[config.mk]
export PLATFORM = sky130hd
export DESIGN_NAME = middle_ear_biquad_cascade
export DESIGN_NICKNAME = d
export VERILOG_FILES = /design/src/mebc_pkg.sv /design/src/mebc_digit_mul.sv /design/src/mebc_cfg.sv /design/src/mebc_core.sv /design/src/middle_ear_biquad_cascade.sv
export VERILOG_INCLUDE_DIRS = /design/src /design/src/src
export SDC_FILE = /design/constraint.sdc
export NUM_CORES = 2
export LEC_CHECK = 0
export BUFFER_PORTS_ARGS = -buffer_cell sky130_fd_sc_hd__buf_2
export CORE_UTILIZATION = 50
export CTS_BUF_LIST = sky130_fd_sc_hd__clkbuf_2
export DETAILED_ROUTE_END_ITERATION = 10
export PLACE_DENSITY = 0.77
export SYNTH_ARGS = -nofsm -noshare
export SYNTH_HDL_FRONTEND = slang
export SYNTH_SLANG_ARGS = --single-unit
[constraint.sdc]
create_clock -name clk_i -period 6.79 [get_ports clk_i]
set_input_delay 0.679 -clock clk_i [delete_from_list [all_inputs] [get_ports clk_i]]
set_output_delay 0.679 -clock clk_i [all_outputs]
set_load 0.01 [all_outputs]
[src/middle_ear_biquad_cascade_defines.svh]
`ifndef MIDDLE_EAR_BIQUAD_CASCADE_DEFINES_SVH
`define MIDDLE_EAR_BIQUAD_CASCADE_DEFINES_SVH

// Same-cycle check, sampled on clk_i, off while rst_ni is low
`define MEBC_ASSERT(name, prop, msg) \
  name: assert property (@(posedge clk_i) disable iff (!rst_ni) (prop)) else $error(msg);

// Next-cycle check: cons must hold in the cycle after ante
`define MEBC_ASSERT_NEXT(name, ante, cons, msg) \
  name: assert property (@(posedge clk_i) disable iff (!rst_ni) (ante) |=> (cons)) \
    else $error(msg);

`endif

[src/mebc_pkg.sv]
`timescale 1ns / 1ps

package mebc_pkg;

  // Fixed field and datapath widths
  localparam int unsigned STATE_BITS = 48;
  localparam int unsigned COEF_BITS  = 32;
  localparam int unsigned COEF_FRAC  = 30;
  localparam int unsigned OUT_BITS   = 32;
  localparam int unsigned SHIFT_BITS = 6;
  localparam int unsigned CFG_IDX_W  = 4;
  localparam int unsigned CFG_DATA_W = 32;

  // Digit-serial multiplier: byte digits over a 40-bit sign-extended multiplier
  localparam int unsigned DIGIT_BITS = 8;
  localparam int unsigned MUL_B_W    = 40;
  localparam int unsigned NUM_DIGITS = MUL_B_W / DIGIT_BITS;
  localparam int unsigned DIG_CNT_W  = $clog2(NUM_DIGITS + 1);
  localparam int unsigned MUL_HI_W   = STATE_BITS + DIGIT_BITS + 1;
  localparam int unsigned PROD_W     = STATE_BITS + MUL_B_W;

  // Section accumulator: x0 plus four floored terms of at most 49 bits each
  localparam int unsigned ACC_W = STATE_BITS + 4;

  localparam logic signed [STATE_BITS-1:0] STATE_MAX = {1'b0, {(STATE_BITS-1){1'b1}}};
  localparam logic signed [STATE_BITS-1:0] STATE_MIN = {1'b1, {(STATE_BITS-1){1'b0}}};
  localparam logic signed [OUT_BITS-1:0]   OUT_MAX   = {1'b0, {(OUT_BITS-1){1'b1}}};
  localparam logic signed [OUT_BITS-1:0]   OUT_MIN   = {1'b1, {(OUT_BITS-1){1'b0}}};

  // Register indexes on the config port
  localparam logic [CFG_IDX_W-1:0] REG_ZERO_ONE  = 4'd0;
  localparam logic [CFG_IDX_W-1:0] REG_ZERO_TWO  = 4'd1;
  localparam logic [CFG_IDX_W-1:0] REG_S1_FB_ONE = 4'd2;
  localparam logic [CFG_IDX_W-1:0] REG_S1_FB_TWO = 4'd3;
  localparam logic [CFG_IDX_W-1:0] REG_S2_FB_ONE = 4'd4;
  localparam logic [CFG_IDX_W-1:0] REG_S2_FB_TWO = 4'd5;
  localparam logic [CFG_IDX_W-1:0] REG_GAIN_MANT = 4'd6;
  localparam logic [CFG_IDX_W-1:0] REG_GAIN_SHFT = 4'd7;

  // Coefficient set seen by the core
  typedef struct packed {
    logic signed [COEF_BITS-1:0] a1;
    logic signed [COEF_BITS-1:0] a2;
    logic signed [COEF_BITS-1:0] fb1_first;
    logic signed [COEF_BITS-1:0] fb2_first;
    logic signed [COEF_BITS-1:0] fb1_rest;
    logic signed [COEF_BITS-1:0] fb2_rest;
    logic        [COEF_BITS-1:0] gain;
    logic        [SHIFT_BITS-1:0] shift;
  } mebc_coef_t;

  localparam mebc_coef_t COEF_RESET = '{
    a1: '0, a2: '0, fb1_first: '0, fb2_first: '0,
    fb1_rest: '0, fb2_rest: '0, gain: 32'd1, shift: '0
  };

  // Result item from the core
  typedef struct packed {
    logic signed [OUT_BITS-1:0] sample;
    logic                       last;
  } mebc_res_t;

  typedef enum logic [2:0] {
    ST_IDLE,
    ST_START,
    ST_MUL,
    ST_SECT,
    ST_RESULT
  } mebc_state_e;

endpackage

[src/mebc_digit_mul.sv]
`timescale 1ns / 1ps

// Signed digit-serial multiplier, one byte of the multiplier per cycle.
// Low digits are unsigned, the top digit carries the sign.
module mebc_digit_mul import mebc_pkg::*; (
  input  logic                         clk_i,
  input  logic                         rst_ni,
  input  logic                         start_i,
  input  logic signed [STATE_BITS-1:0] mcand_i,
  input  logic signed [MUL_B_W-1:0]    mplier_i,
  output logic                         busy_o,
  output logic signed [PROD_W-1:0]     prod_o
);

  logic                         busy_q;
  logic [DIG_CNT_W-1:0]         cnt_q;
  logic signed [STATE_BITS-1:0] mcand_q;
  logic [MUL_B_W-1:0]           mplier_q;
  logic signed [MUL_HI_W-1:0]   hi_q;
  logic [MUL_B_W-1:0]           lo_q;

  logic                         last_dig;
  logic signed [DIGIT_BITS:0]   digit;
  logic signed [MUL_HI_W-1:0]   mcand_x;
  logic signed [MUL_HI_W-1:0]   digit_x;
  logic signed [MUL_HI_W-1:0]   pp;
  logic signed [MUL_HI_W-1:0]   sum;

  // Partial product of the current digit plus running high part
  always_comb begin
    last_dig = (cnt_q == DIG_CNT_W'(1));
    digit    = last_dig ? $signed({mplier_q[DIGIT_BITS-1], mplier_q[DIGIT_BITS-1:0]})
                        : $signed({1'b0, mplier_q[DIGIT_BITS-1:0]});
    mcand_x  = MUL_HI_W'(mcand_q);
    digit_x  = MUL_HI_W'(digit);
    pp       = mcand_x * digit_x;
    sum      = hi_q + pp;
  end

  // Control
  always_ff @(posedge clk_i or negedge rst_ni) begin
    if (!rst_ni) begin
      busy_q <= 1'b0;
      cnt_q  <= '0;
    end else if (start_i) begin
      busy_q <= 1'b1;
      cnt_q  <= DIG_CNT_W'(NUM_DIGITS);
    end else if (busy_q) begin
      cnt_q <= cnt_q - DIG_CNT_W'(1);
      if (last_dig) begin
        busy_q <= 1'b0;
      end
    end
  end

  // Shift registers: multiplier digits out, product bits in
  always_ff @(posedge clk_i) begin
    if (start_i) begin
      mcand_q  <= mcand_i;
      mplier_q <= mplier_i;
      hi_q     <= '0;
    end else if (busy_q) begin
      mplier_q <= mplier_q >> DIGIT_BITS;
      hi_q     <= sum >>> DIGIT_BITS;
      lo_q     <= {sum[DIGIT_BITS-1:0], lo_q[MUL_B_W-1:DIGIT_BITS]};
    end
  end

  assign busy_o = busy_q;
  assign prod_o = $signed({hi_q[STATE_BITS-1:0], lo_q});

endmodule

[src/mebc_cfg.sv]
`timescale 1ns / 1ps

// Coefficient and gain registers
module mebc_cfg import mebc_pkg::*; (
  input  logic                  clk_i,
  input  logic                  rst_ni,
  input  logic                  cfg_valid_i,
  output logic                  cfg_ready_o,
  input  logic [CFG_IDX_W-1:0]  cfg_index_i,
  input  logic [CFG_DATA_W-1:0] cfg_data_i,
  output mebc_coef_t            coef_o
);

  mebc_coef_t coef_q;

  // Unknown indexes are dropped
  always_ff @(posedge clk_i or negedge rst_ni) begin
    if (!rst_ni) begin
      coef_q <= COEF_RESET;
    end else if (cfg_valid_i) begin
      unique case (cfg_index_i)
        REG_ZERO_ONE:  coef_q.a1        <= $signed(cfg_data_i[COEF_BITS-1:0]);
        REG_ZERO_TWO:  coef_q.a2        <= $signed(cfg_data_i[COEF_BITS-1:0]);
        REG_S1_FB_ONE: coef_q.fb1_first <= $signed(cfg_data_i[COEF_BITS-1:0]);
        REG_S1_FB_TWO: coef_q.fb2_first <= $signed(cfg_data_i[COEF_BITS-1:0]);
        REG_S2_FB_ONE: coef_q.fb1_rest  <= $signed(cfg_data_i[COEF_BITS-1:0]);
        REG_S2_FB_TWO: coef_q.fb2_rest  <= $signed(cfg_data_i[COEF_BITS-1:0]);
        REG_GAIN_MANT: coef_q.gain      <= cfg_data_i[COEF_BITS-1:0];
        REG_GAIN_SHFT: coef_q.shift     <= cfg_data_i[SHIFT_BITS-1:0];
        default: ;
      endcase
    end
  end

  assign cfg_ready_o = 1'b1;
  assign coef_o      = coef_q;

endmodule

[src/mebc_core.sv]
`timescale 1ns / 1ps

// Sequencer and history for the biquad cascade. One shared digit-serial
// multiplier computes the four terms of each section, then the gain.
module mebc_core import mebc_pkg::*; #(
  parameter int unsigned SECTIONS = 2
) (
  input  logic                         clk_i,
  input  logic                         rst_ni,
  input  logic                         in_valid_i,
  output logic                         in_ready_o,
  input  logic signed [STATE_BITS-1:0] in_sample_i,
  input  logic                         in_last_i,
  input  mebc_coef_t                   coef_i,
  output logic                         res_valid_o,
  input  logic                         res_ready_i,
  output mebc_res_t                    res_o
);

  localparam int unsigned SEC_CNT_W = $clog2(SECTIONS + 1);

  // Term order within a section
  localparam logic [1:0] TERM_X1 = 2'd0;
  localparam logic [1:0] TERM_X2 = 2'd1;
  localparam logic [1:0] TERM_Y1 = 2'd2;
  localparam logic [1:0] TERM_Y2 = 2'd3;

  mebc_state_e          state_q, state_d;
  logic [1:0]           term_q, term_d;
  logic [SEC_CNT_W-1:0] sec_q, sec_d;
  logic                 last_q;

  logic signed [STATE_BITS-1:0] x0w_q, x1w_q, x2w_q;
  logic signed [ACC_W-1:0]      acc_q;
  logic signed [STATE_BITS-1:0] inh_q  [2];
  logic signed [STATE_BITS-1:0] hist_q [SECTIONS][2];

  logic                         mul_start, mul_busy;
  logic signed [STATE_BITS-1:0] mul_a;
  logic signed [MUL_B_W-1:0]    mul_b;
  logic signed [PROD_W-1:0]     mul_prod;

  logic                         gain_phase, first_sec;
  logic signed [COEF_BITS-1:0]  fb1, fb2;
  logic signed [ACC_W-1:0]      term_val;
  logic                         y_ovf;
  logic signed [STATE_BITS-1:0] y_sat;
  logic signed [PROD_W-1:0]     gain_sh;
  logic                         out_ovf;
  logic signed [OUT_BITS-1:0]   out_sat;
  logic                         take_in, term_done, res_fire;

  assign gain_phase = (sec_q == SEC_CNT_W'(SECTIONS));
  assign first_sec  = (sec_q == '0);
  assign fb1        = first_sec ? coef_i.fb1_first : coef_i.fb1_rest;
  assign fb2        = first_sec ? coef_i.fb2_first : coef_i.fb2_rest;

  // Operand select for the term being started
  always_comb begin
    if (gain_phase) begin
      mul_a = x0w_q;
      mul_b = $signed({{(MUL_B_W-COEF_BITS){1'b0}}, coef_i.gain});
    end else begin
      unique case (term_d)
        TERM_X1: begin
          mul_a = x1w_q;
          mul_b = MUL_B_W'(coef_i.a1);
        end
        TERM_X2: begin
          mul_a = x2w_q;
          mul_b = MUL_B_W'(coef_i.a2);
        end
        TERM_Y1: begin
          mul_a = hist_q[0][0];
          mul_b = MUL_B_W'(fb1);
        end
        TERM_Y2: begin
          mul_a = hist_q[0][1];
          mul_b = MUL_B_W'(fb2);
        end
      endcase
    end
  end

  mebc_digit_mul u_mul (
    .clk_i    (clk_i),
    .rst_ni   (rst_ni),
    .start_i  (mul_start),
    .mcand_i  (mul_a),
    .mplier_i (mul_b),
    .busy_o   (mul_busy),
    .prod_o   (mul_prod)
  );

  // Floored Q2.30 term, section clamp, output gain shift and clamp
  always_comb begin
    term_val = $signed(mul_prod[COEF_FRAC +: ACC_W]);
    y_ovf    = !((&acc_q[ACC_W-1:STATE_BITS-1]) || (~|acc_q[ACC_W-1:STATE_BITS-1]));
    y_sat    = y_ovf ? (acc_q[ACC_W-1] ? STATE_MIN : STATE_MAX) : acc_q[STATE_BITS-1:0];
    gain_sh  = mul_prod >>> coef_i.shift;
    out_ovf  = !((&gain_sh[PROD_W-1:OUT_BITS-1]) || (~|gain_sh[PROD_W-1:OUT_BITS-1]));
    out_sat  = out_ovf ? (gain_sh[PROD_W-1] ? OUT_MIN : OUT_MAX) : gain_sh[OUT_BITS-1:0];
  end

  // Next state and handshake outputs
  always_comb begin
    state_d     = state_q;
    term_d      = term_q;
    sec_d       = sec_q;
    mul_start   = 1'b0;
    in_ready_o  = 1'b0;
    res_valid_o = 1'b0;
    unique case (state_q)
      ST_IDLE: begin
        in_ready_o = 1'b1;
        if (in_valid_i) begin
          state_d = ST_START;
          term_d  = TERM_X1;
          sec_d   = '0;
        end
      end
      ST_START: begin
        mul_start = 1'b1;
        state_d   = ST_MUL;
      end
      ST_MUL: begin
        if (!mul_busy) begin
          if (gain_phase) begin
            state_d = ST_RESULT;
          end else if (term_q == TERM_Y2) begin
            state_d = ST_SECT;
          end else begin
            // accumulate this term and start the next in the same cycle
            mul_start = 1'b1;
            term_d    = term_q + 2'd1;
          end
        end
      end
      ST_SECT: begin
        sec_d   = sec_q + SEC_CNT_W'(1);
        term_d  = TERM_X1;
        state_d = ST_START;
      end
      ST_RESULT: begin
        res_valid_o = 1'b1;
        if (res_ready_i) begin
          state_d = ST_IDLE;
        end
      end
      default: state_d = ST_IDLE;
    endcase
  end

  assign take_in   = (state_q == ST_IDLE) && in_valid_i;
  assign term_done = (state_q == ST_MUL) && !mul_busy && !gain_phase;
  assign res_fire  = (state_q == ST_RESULT) && res_ready_i;

  always_ff @(posedge clk_i or negedge rst_ni) begin
    if (!rst_ni) begin
      state_q <= ST_IDLE;
      term_q  <= TERM_X1;
      sec_q   <= '0;
    end else begin
      state_q <= state_d;
      term_q  <= term_d;
      sec_q   <= sec_d;
    end
  end

  // Filter history: input pair plus a ring of section pairs, head is the
  // section being worked on; a full item rotates the ring back in place.
  always_ff @(posedge clk_i or negedge rst_ni) begin
    if (!rst_ni) begin
      inh_q[0] <= '0;
      inh_q[1] <= '0;
      for (int i = 0; i < SECTIONS; i++) begin
        hist_q[i][0] <= '0;
        hist_q[i][1] <= '0;
      end
    end else if (take_in) begin
      inh_q[1] <= inh_q[0];
      inh_q[0] <= in_sample_i;
    end else if (state_q == ST_SECT) begin
      for (int i = 0; i < SECTIONS - 1; i++) begin
        hist_q[i][0] <= hist_q[i+1][0];
        hist_q[i][1] <= hist_q[i+1][1];
      end
      hist_q[SECTIONS-1][0] <= y_sat;
      hist_q[SECTIONS-1][1] <= hist_q[0][0];
    end else if (res_fire && last_q) begin
      inh_q[0] <= '0;
      inh_q[1] <= '0;
      for (int i = 0; i < SECTIONS; i++) begin
        hist_q[i][0] <= '0;
        hist_q[i][1] <= '0;
      end
    end
  end

  // Working operands and section accumulator
  always_ff @(posedge clk_i) begin
    if (take_in) begin
      x0w_q  <= in_sample_i;
      x1w_q  <= inh_q[0];
      x2w_q  <= inh_q[1];
      acc_q  <= ACC_W'(in_sample_i);
      last_q <= in_last_i;
    end else if (term_done) begin
      acc_q <= acc_q + term_val;
    end else if (state_q == ST_SECT) begin
      // next section's input history is this section's output history
      x0w_q <= y_sat;
      x1w_q <= hist_q[0][0];
      x2w_q <= hist_q[0][1];
      acc_q <= ACC_W'(y_sat);
    end
  end

  assign res_o.sample = out_sat;
  assign res_o.last   = last_q;

endmodule

[src/middle_ear_biquad_cascade.sv]
`timescale 1ns / 1ps
//  channel  | dir | handshake                    | payload
//  s_axis   | in  | s_axis_tvalid/s_axis_tready  | tdata: sample_in, tlast: last_in
//  m_axis   | out | m_axis_tvalid/m_axis_tready  | tdata: sample_out, tlast: last_out
//  cfg      | in  | cfg_valid_i/cfg_ready_o      | cfg_index_i, cfg_data_i
//
// An item runs through the shared multiplier as 4*SECTIONS + 1 products at five
// byte digits each before its result reaches the output register; the core
// accepts the next item only after that result has moved into the register.
// cfg_ready_o is always high. Reset clears history, loads coefficient defaults
// and empties the output; a full output register holds the core with its
// result, and inputs then wait.
`include "middle_ear_biquad_cascade_defines.svh"

module middle_ear_biquad_cascade import mebc_pkg::*; #(
  parameter int unsigned SECTIONS    = 2,
  parameter int unsigned SAMPLE_BITS = 24
) (
  input  logic                                 clk_i,
  input  logic                                 rst_ni,
  input  logic                                 s_axis_tvalid,
  output logic                                 s_axis_tready,
  input  logic [((SAMPLE_BITS+7)/8)*8-1:0]     s_axis_tdata,  // sample_in
  input  logic                                 s_axis_tlast,
  output logic                                 m_axis_tvalid,
  input  logic                                 m_axis_tready,
  output logic [OUT_BITS-1:0]                  m_axis_tdata,  // sample_out
  output logic                                 m_axis_tlast,
  input  logic                                 cfg_valid_i,
  output logic                                 cfg_ready_o,
  input  logic [CFG_IDX_W-1:0]                 cfg_index_i,
  input  logic [CFG_DATA_W-1:0]                cfg_data_i
);

  mebc_coef_t                   coef;
  logic signed [STATE_BITS-1:0] sample_ext;
  logic                         res_valid, res_ready;
  mebc_res_t                    res;

  logic                         out_valid_q;
  logic [OUT_BITS-1:0]          out_data_q;
  logic                         out_last_q;

  assign sample_ext = STATE_BITS'($signed(s_axis_tdata[SAMPLE_BITS-1:0]));

  mebc_cfg u_cfg (
    .clk_i       (clk_i),
    .rst_ni      (rst_ni),
    .cfg_valid_i (cfg_valid_i),
    .cfg_ready_o (cfg_ready_o),
    .cfg_index_i (cfg_index_i),
    .cfg_data_i  (cfg_data_i),
    .coef_o      (coef)
  );

  mebc_core #(
    .SECTIONS (SECTIONS)
  ) u_core (
    .clk_i       (clk_i),
    .rst_ni      (rst_ni),
    .in_valid_i  (s_axis_tvalid),
    .in_ready_o  (s_axis_tready),
    .in_sample_i (sample_ext),
    .in_last_i   (s_axis_tlast),
    .coef_i      (coef),
    .res_valid_o (res_valid),
    .res_ready_i (res_ready),
    .res_o       (res)
  );

  // Output register: free when empty or drained this cycle
  assign res_ready = !out_valid_q || m_axis_tready;

  always_ff @(posedge clk_i or negedge rst_ni) begin
    if (!rst_ni) begin
      out_valid_q <= 1'b0;
    end else if (res_valid && res_ready) begin
      out_valid_q <= 1'b1;
    end else if (m_axis_tready) begin
      out_valid_q <= 1'b0;
    end
  end

  always_ff @(posedge clk_i) begin
    if (res_valid && res_ready) begin
      out_data_q <= res.sample;
      out_last_q <= res.last;
    end
  end

  assign m_axis_tvalid = out_valid_q;
  assign m_axis_tdata  = out_data_q;
  assign m_axis_tlast  = out_last_q;

  // Checks
  `MEBC_ASSERT(a_ready_not_holding, s_axis_tready |-> !res_valid, "input ready while result held")
  `MEBC_ASSERT_NEXT(a_no_instant_result, s_axis_tvalid && s_axis_tready, !res_valid, "result right after accept")
  `MEBC_ASSERT_NEXT(a_idle_after_result, res_valid && res_ready, s_axis_tready, "core not idle after result")

endmodule

# Word-level counts from Yosys, hierarchy flattened
# Index checks and enable logic that the tools add are counted.
[totals]
ramBits = 0
output_inout_bits = 36
n_memories = 0
register_bits = 937
inputBits = 66
rom_bits = 0
elab_cells = 162
latch_bits = 0
[classes]
mux = 56
reduce_logical = 43
bitwise = 2
multipliers = 1
n_addsub = 5
n_eq_ne = 23
order_cmp = 0
n_div = 0
n_shift = 1
[ops]
columns = ["op", "n"]
rows = [
  ["48-bit 2-to-1 mux", 12],
  ["192-bit 2-to-1 mux", 2],
  ["96-bit 2-to-1 mux", 3],
  ["48-bit one-hot mux with 4 select lines", 1],
  ["40-bit one-hot mux with 4 select lines", 1],
  ["52-bit 2-to-1 mux", 3],
  ["32-bit 2-to-1 mux", 4],
  ["40-bit 2-to-1 mux", 3],
  ["88-bit by 6-bit >>> shifter with 88-bit output", 1],
  ["49-bit by 57-bit adder with 57-bit output", 1],
  ["48-bit by 9-bit multiplier with 57-bit output", 1],
  ["57-bit AND reduction", 1],
  ["57-bit OR reduction", 1],
  ["52-bit adder", 1],
  ["2-bit AND reduction", 13],
  ["3-bit 2-to-1 mux", 7],
  ["4-bit by 3-bit equality test with 1-bit output (second input constant)", 4],
  ["3-bit one-hot mux with 5 select lines", 1],
  ["2-bit nonzero test", 6],
  ["1-bit 2-to-1 mux", 10],
  ["2-bit 2-to-1 mux", 5],
  ["9-bit 2-to-1 mux", 1],
  ["2-bit equality test (second input constant)", 4],
  ["4-bit by 2-bit equality test with 1-bit output (second input constant)", 2],
  ["other kinds (24)", 43],
]

# Depth between registers and ports, before layout
[depth]
ltp_word = 9
mapped_depth = 26
depth_no_buf = 23

# Hierarchy
# Synthesis repeated with hierarchy kept, for this count alone.
[hier_totals]
hier_cells = 6691
area_unflattened_um2 = 65484.1
[modules_own_cells]
columns = ["mod", "seq_area_each_um2", "n_inst", "cells_per_inst", "area_per_inst_um2"]
rows = [
  ["mebc_core", 13297.8, 1, 3922, 33180.6],
  ["mebc_digit_mul", 4924.7, 1, 2233, 22539.1],
  ["mebc_cfg", 5756.8, 1, 499, 8719.6],
  ["middle_ear_biquad_cascade", 1016.0, 1, 37, 1044.8],
]

# Least setup slack after synthesis
# Ideal clock, no wire load.
[synth_timing]
kind = "register to register"
start = "register u_core.u_mul.cnt_q[0]"
end = "register u_core.u_mul.hi_q[33]"
period_less_slack_ps = 6522
arrival_ps = 6396
t_required_ps = 6664
path_buffers = 2
path_stages_with_launch = 25
setup_slack_ps = 268
setup_time_ps = 126
path_cell_list = "dfrtp_1 > ha_1 > nand3b_1 > clkbuf_1 > clkbuf_1 > nor2_1 > fa_1 > inv_1 > fa_1 > fa_1 > fa_1 > fa_1 > inv_1 > ha_1 > and4_1 > a221o_1 > a31oi_1 > a211oi_1 > or4b_2 > nand3_1 > and3_1 > nor2_1 > a221oi_1 > or4b_2 > nand3_1"
[synth_between]
elab_chain_cells = 4
[synth_lines]
columns = ["element", "line", "rtl"]
rows = [
  ["start: declaration", "mebc_digit_mul.sv:16", "logic [DIG_CNT_W-1:0] cnt_q;"],
  ["start signal: assignment", "mebc_digit_mul.sv:47", "cnt_q <= DIG_CNT_W'(NUM_DIGITS);"],
  ["start signal: assignment", "mebc_digit_mul.sv:49", "cnt_q <= cnt_q - DIG_CNT_W'(1);"],
  ["3-bit by 1-bit equality test with 1-bit output", "mebc_digit_mul.sv:31", "last_dig = (cnt_q == DIG_CNT_W'(1));"],
  ["9-bit 2-to-1 mux", "mebc_digit_mul.sv:32", "digit = last_dig ? $signed({mplier_q[DIGIT_BITS-1], mplier_q[DIGIT_BITS-1:0]})"],
  ["48-bit by 9-bit multiplier with 57-bit output", "mebc_digit_mul.sv:36", "pp = mcand_x * digit_x;"],
  ["49-bit by 57-bit adder with 57-bit output", "mebc_digit_mul.sv:37", "sum = hi_q + pp;"],
  ["end signal: assignment", "mebc_digit_mul.sv:64", "hi_q <= sum >>> DIGIT_BITS;"],
  ["end: declaration", "mebc_digit_mul.sv:19", "logic signed [MUL_HI_W-1:0] hi_q;"],
]
# No other way between the ends.
# A chain may end at the register's enable or synchronous reset.

# Worst setup path after layout
[layout_timing]
start = "register u_core.u_mul.cnt_q[1]"
end = "register u_core.u_mul.hi_q[33]"
# The elaborated chain is that of the path after synthesis.

==> results.md <==
- Status: completed
- Max cap viols: 0
- H-tree lvl count: 4
- Cts bufs inserted: 217
- RSZ-0062 raised after global routing: yes
- Worst R2R Path Depth: 23
- Fin crit period: 6.50 ns
- Largest net degree at the start of global routing: 193
- Maximum fanout along the worst path: 20
- Synth Area in XOR/XNOR: about 1.4%
- Post-synth cell types: between 90 and 100
- DR vias/cell: just under 6
- Final Slew Violations: 0
- Clock Tree Buf Depth: 3
- Adder-cell share of the synthesized area: 16.2%
- Synth Area in Compound Gates: 13.5%
- Final design utilization: between 50% and 60%
- Post-Synth Simple-Gate Area: 14.3%
- Final setup fails: 0
- I/O Buffers: 100
- Warnings from Yosys: 0
- TritonCTS clock tree: yes
- Detailed Routing Iterations Pass 1: 8
- CP Launch Type: flip-flop
- Vias: ~50000
- Tcrit/Tclk final: 95.7%
- Cell area after layout: approximately 0.07 mm^2
- All-Layer GR Usage: 28.0%
- Ports: 102
- Slew headroom: 16.0%
- Final Instance Count excl. Fillers: 8396
- FP Rows: 129
- Clk_lat worst skew: 1.75 ns
- Crit path DAT: 8.01 ns
- Max Clock Freq: 154 MHz
- Placed instance area: 0.0646 mm^2
- WS Path Type: flip-flop to flip-flop
- Synth Flop Type: dfrtp_1
- Placed cell count: 7858
- GR Overflow Total: 0
- Routed length per instance: between 20 and 25 um
- Synthesized cell area: 0.0627 mm^2
- Largest family of logic cells by synthesized area: adder cells
- Syn nets: a little over 7000
- Antenna-violating nets left: 0
- P&R area growth vs syn: 8.71%
- Synth area leader: dfrtp_1
- Clock Pin Slew Worst Setup and Hold Paths: 0.12 ns
- Initial detailed-routing violation count: between 4000 and 5000
- Die Y: 356 um
- Worst path required time: 8.30 ns
- Hold Crit Class: input port to asynchronous set/reset pin
- Hpwl dp: 123000 um
- Fin nets: around 7200
- Sequential-to-total area share from yosys stat: 37.6%
- First-pass GRT wire length: ~280000 um
- Post-synthesis mux area share: 11.2%
- Starting Density: 50.6%
- Vias in the first global route: 49700
- Routed WL: 177000 um
- Asr flop ratio synth: around 55%
- Worst slew pin tran: about 1.3 ns
- Full die area: 0.127 mm^2
- Cell count after synthesis: 6428
- CTS Root Cell: clkbuf_2
- Critical path endpoint category: flip-flop
- Initial antenna violation count: 8
- Worst hold slack: 0.107 ns
- Synthesis-stage register bit count: between 800 and 900
- Final hold violations: 0
- Gpl congestion: 0.967
- Number of synthesized flops with an enable pin: 351
- Post-Syn Area per Cell: 9.75 um^2
- Die width: 356 um
- Synth top area cells: dfrtp_1 19%, edfxtp_1 17%, fa_1 13%
- Clock skew: 0.150 ns
- Clock Sinks: ~880
- Core ar.: 0.124 mm^2
- Share of the synthesized area in the top cell type: 19.2%
- Drc violations: 0
- Share of layout cells above drive strength 1: 14.6%
## final timing paths
check,startpoint,endpoint,slack (ns)
worst max-delay path,u_core.u_mul.cnt_q[1],u_core.u_mul.hi_q[33],0.29
worst min-delay path,rst_ni,u_cfg.coef_o[151],0.11
worst max register to register,u_core.u_mul.cnt_q[1],u_core.u_mul.hi_q[33],0.29
worst min register to register,u_core.hist_q[86],u_core.hist_q[182],0.41
max in group asynchronous,rst_ni,u_core.hist_q[38],5.63
min in group clk_i,s_axis_tdata[23],u_core.acc_q[38],0.21
## critical path, stage by stage (launching register included)
cell and delay (ns):
dfrtp_1 0.39, inv_1 0.10, ha_1 0.18, nand3b_1 0.12, buf_12 0.18, or2_2 0.29
fa_1 0.50, fa_1 0.43, fa_1 0.51, fa_1 0.43, fa_1 0.50, inv_1 0.04
ha_1 0.28, a21o_1 0.17, a221o_1 0.35, a31oi_4 0.22, a211oi_2 0.11, or4b_2 0.70
nand3_1 0.12, and3_1 0.17, nor2_2 0.07, a221oi_2 0.25, or4b_2 0.17, nand3_1 0.06
## repair_timing
| item | in CTS | in global routing |
|---|---|---|
| hold buffers | 134 | 0 |
| endpoints found under the hold margin | 882 | 0 |
| endpoints found under the setup margin | 0 | 13 |
| resized for setup | 0 | 32 |
| setup buffers | 0 | 0 |
## kinds of logic (layout without fill, tap and decap cells)
| logic type | count (synthesis) | after routing |
|---|---|---|
| XOR/XNOR | 101 | 101 |
| buffers and inverters | 905 | 1228 |
| adder cells (fa/ha/maj) | 576 | 576 |
| flip-flops | 882 | 882 |
| AND/OR/NAND/NOR | 2061 | 2061 |
| AO/OA/AOI/OAI | 1305 | 1305 |
| multiplexers | 597 | 597 |
| other | 1 | 9 |
## metrics by stage
step / setup TNS [ns] / worst slack (ns)
finish: 0 / 0.293
global route: -0.0527 / -0.0527
global placement: 0 / 0.158
CTS: 0 / 0.0149
detailed placement: 0 / 0.0413
floorplan: 0 / 0.268
## per-layer routing
metal	global-route usage, %	vias to the layer above	wire length (um)
li1	-	22500	-
met1	38.3	24800	74400
met2	44.7	2202	82700
met3	5.32	370	14900
met4	9.22	0	5180
met5	0	-	0
## Yosys cell counts, types with 17 or more instances
| library cell | count |
|---|---|
| ha_1 | 180 |
| xor2_1 | 47 |
| mux2i_1 | 251 |
| nand2_1 | 1158 |
| a31oi_1 | 24 |
| xnor2_1 | 54 |
| mux2_2 | 291 |
| o21ai_0 | 377 |
| mux4_2 | 52 |
| buf_1 | 57 |
| nor2_1 | 370 |
| dfrtp_1 | 481 |
| a21oi_1 | 304 |
| nand4_1 | 21 |
| clkbuf_1 | 312 |
| a21o_1 | 77 |
| a22o_1 | 210 |
| fa_1 | 396 |
| nor3_1 | 37 |
| inv_1 | 488 |
| o22ai_1 | 29 |
| dfxtp_1 | 49 |
| buf_2 | 28 |
| a211oi_1 | 59 |
| and3_1 | 26 |
| nand2b_1 | 17 |
| and2_1 | 236 |
| nand3_1 | 94 |
| o211ai_1 | 68 |
| edfxtp_1 | 351 |
| nor2b_1 | 24 |
## sequential cells by signal, summed over array words and instances, names as in the netlist, 33 cells and up
register	flops
u_cfg.coef_o	230
u_core.hist_q	192
u_core.acc_q	52
u_core.u_mul.hi_q	49
u_core.inh_q	48
u_core.u_mul.mcand_q	48
u_core.x0w_q	48
u_core.x1w_q	48
u_core.x2w_q	48
u_core.u_mul.lo_q	40
u_core.u_mul.mplier_q	33
## cells in the final DEF (no fill, tap or decap), types with 99 or more instances in the layout
| cell type | instances |
|---|---|
| clkbuf_2 | 319 |
| fa_1 | 396 |
| nand2_1 | 1154 |
| inv_1 | 483 |
| nor2_1 | 366 |
| a21oi_1 | 299 |
| mux2i_1 | 251 |
| dlygate4sd3_1 | 133 |
| and2_1 | 235 |
| buf_2 | 99 |
| o21ai_0 | 375 |
| dfrtp_1 | 474 |
| ha_1 | 175 |
| a22o_1 | 210 |
| edfxtp_1 | 351 |
| mux2_2 | 291 |
## cell type report
class,count,area [um^2]
multi-input combinational,4641,35800
antenna,8,20.0
clock inverter,77,425
clock buffer,319,1600
inverter,493,1860
sequential,882,23600
timing repair buffer,339,2790
fill,10700,55800
tap,1637,2050
Power is left out: the tool's default activity adds up to more than one toggle a clock period on the data nets, which glitch-free logic cannot reach.
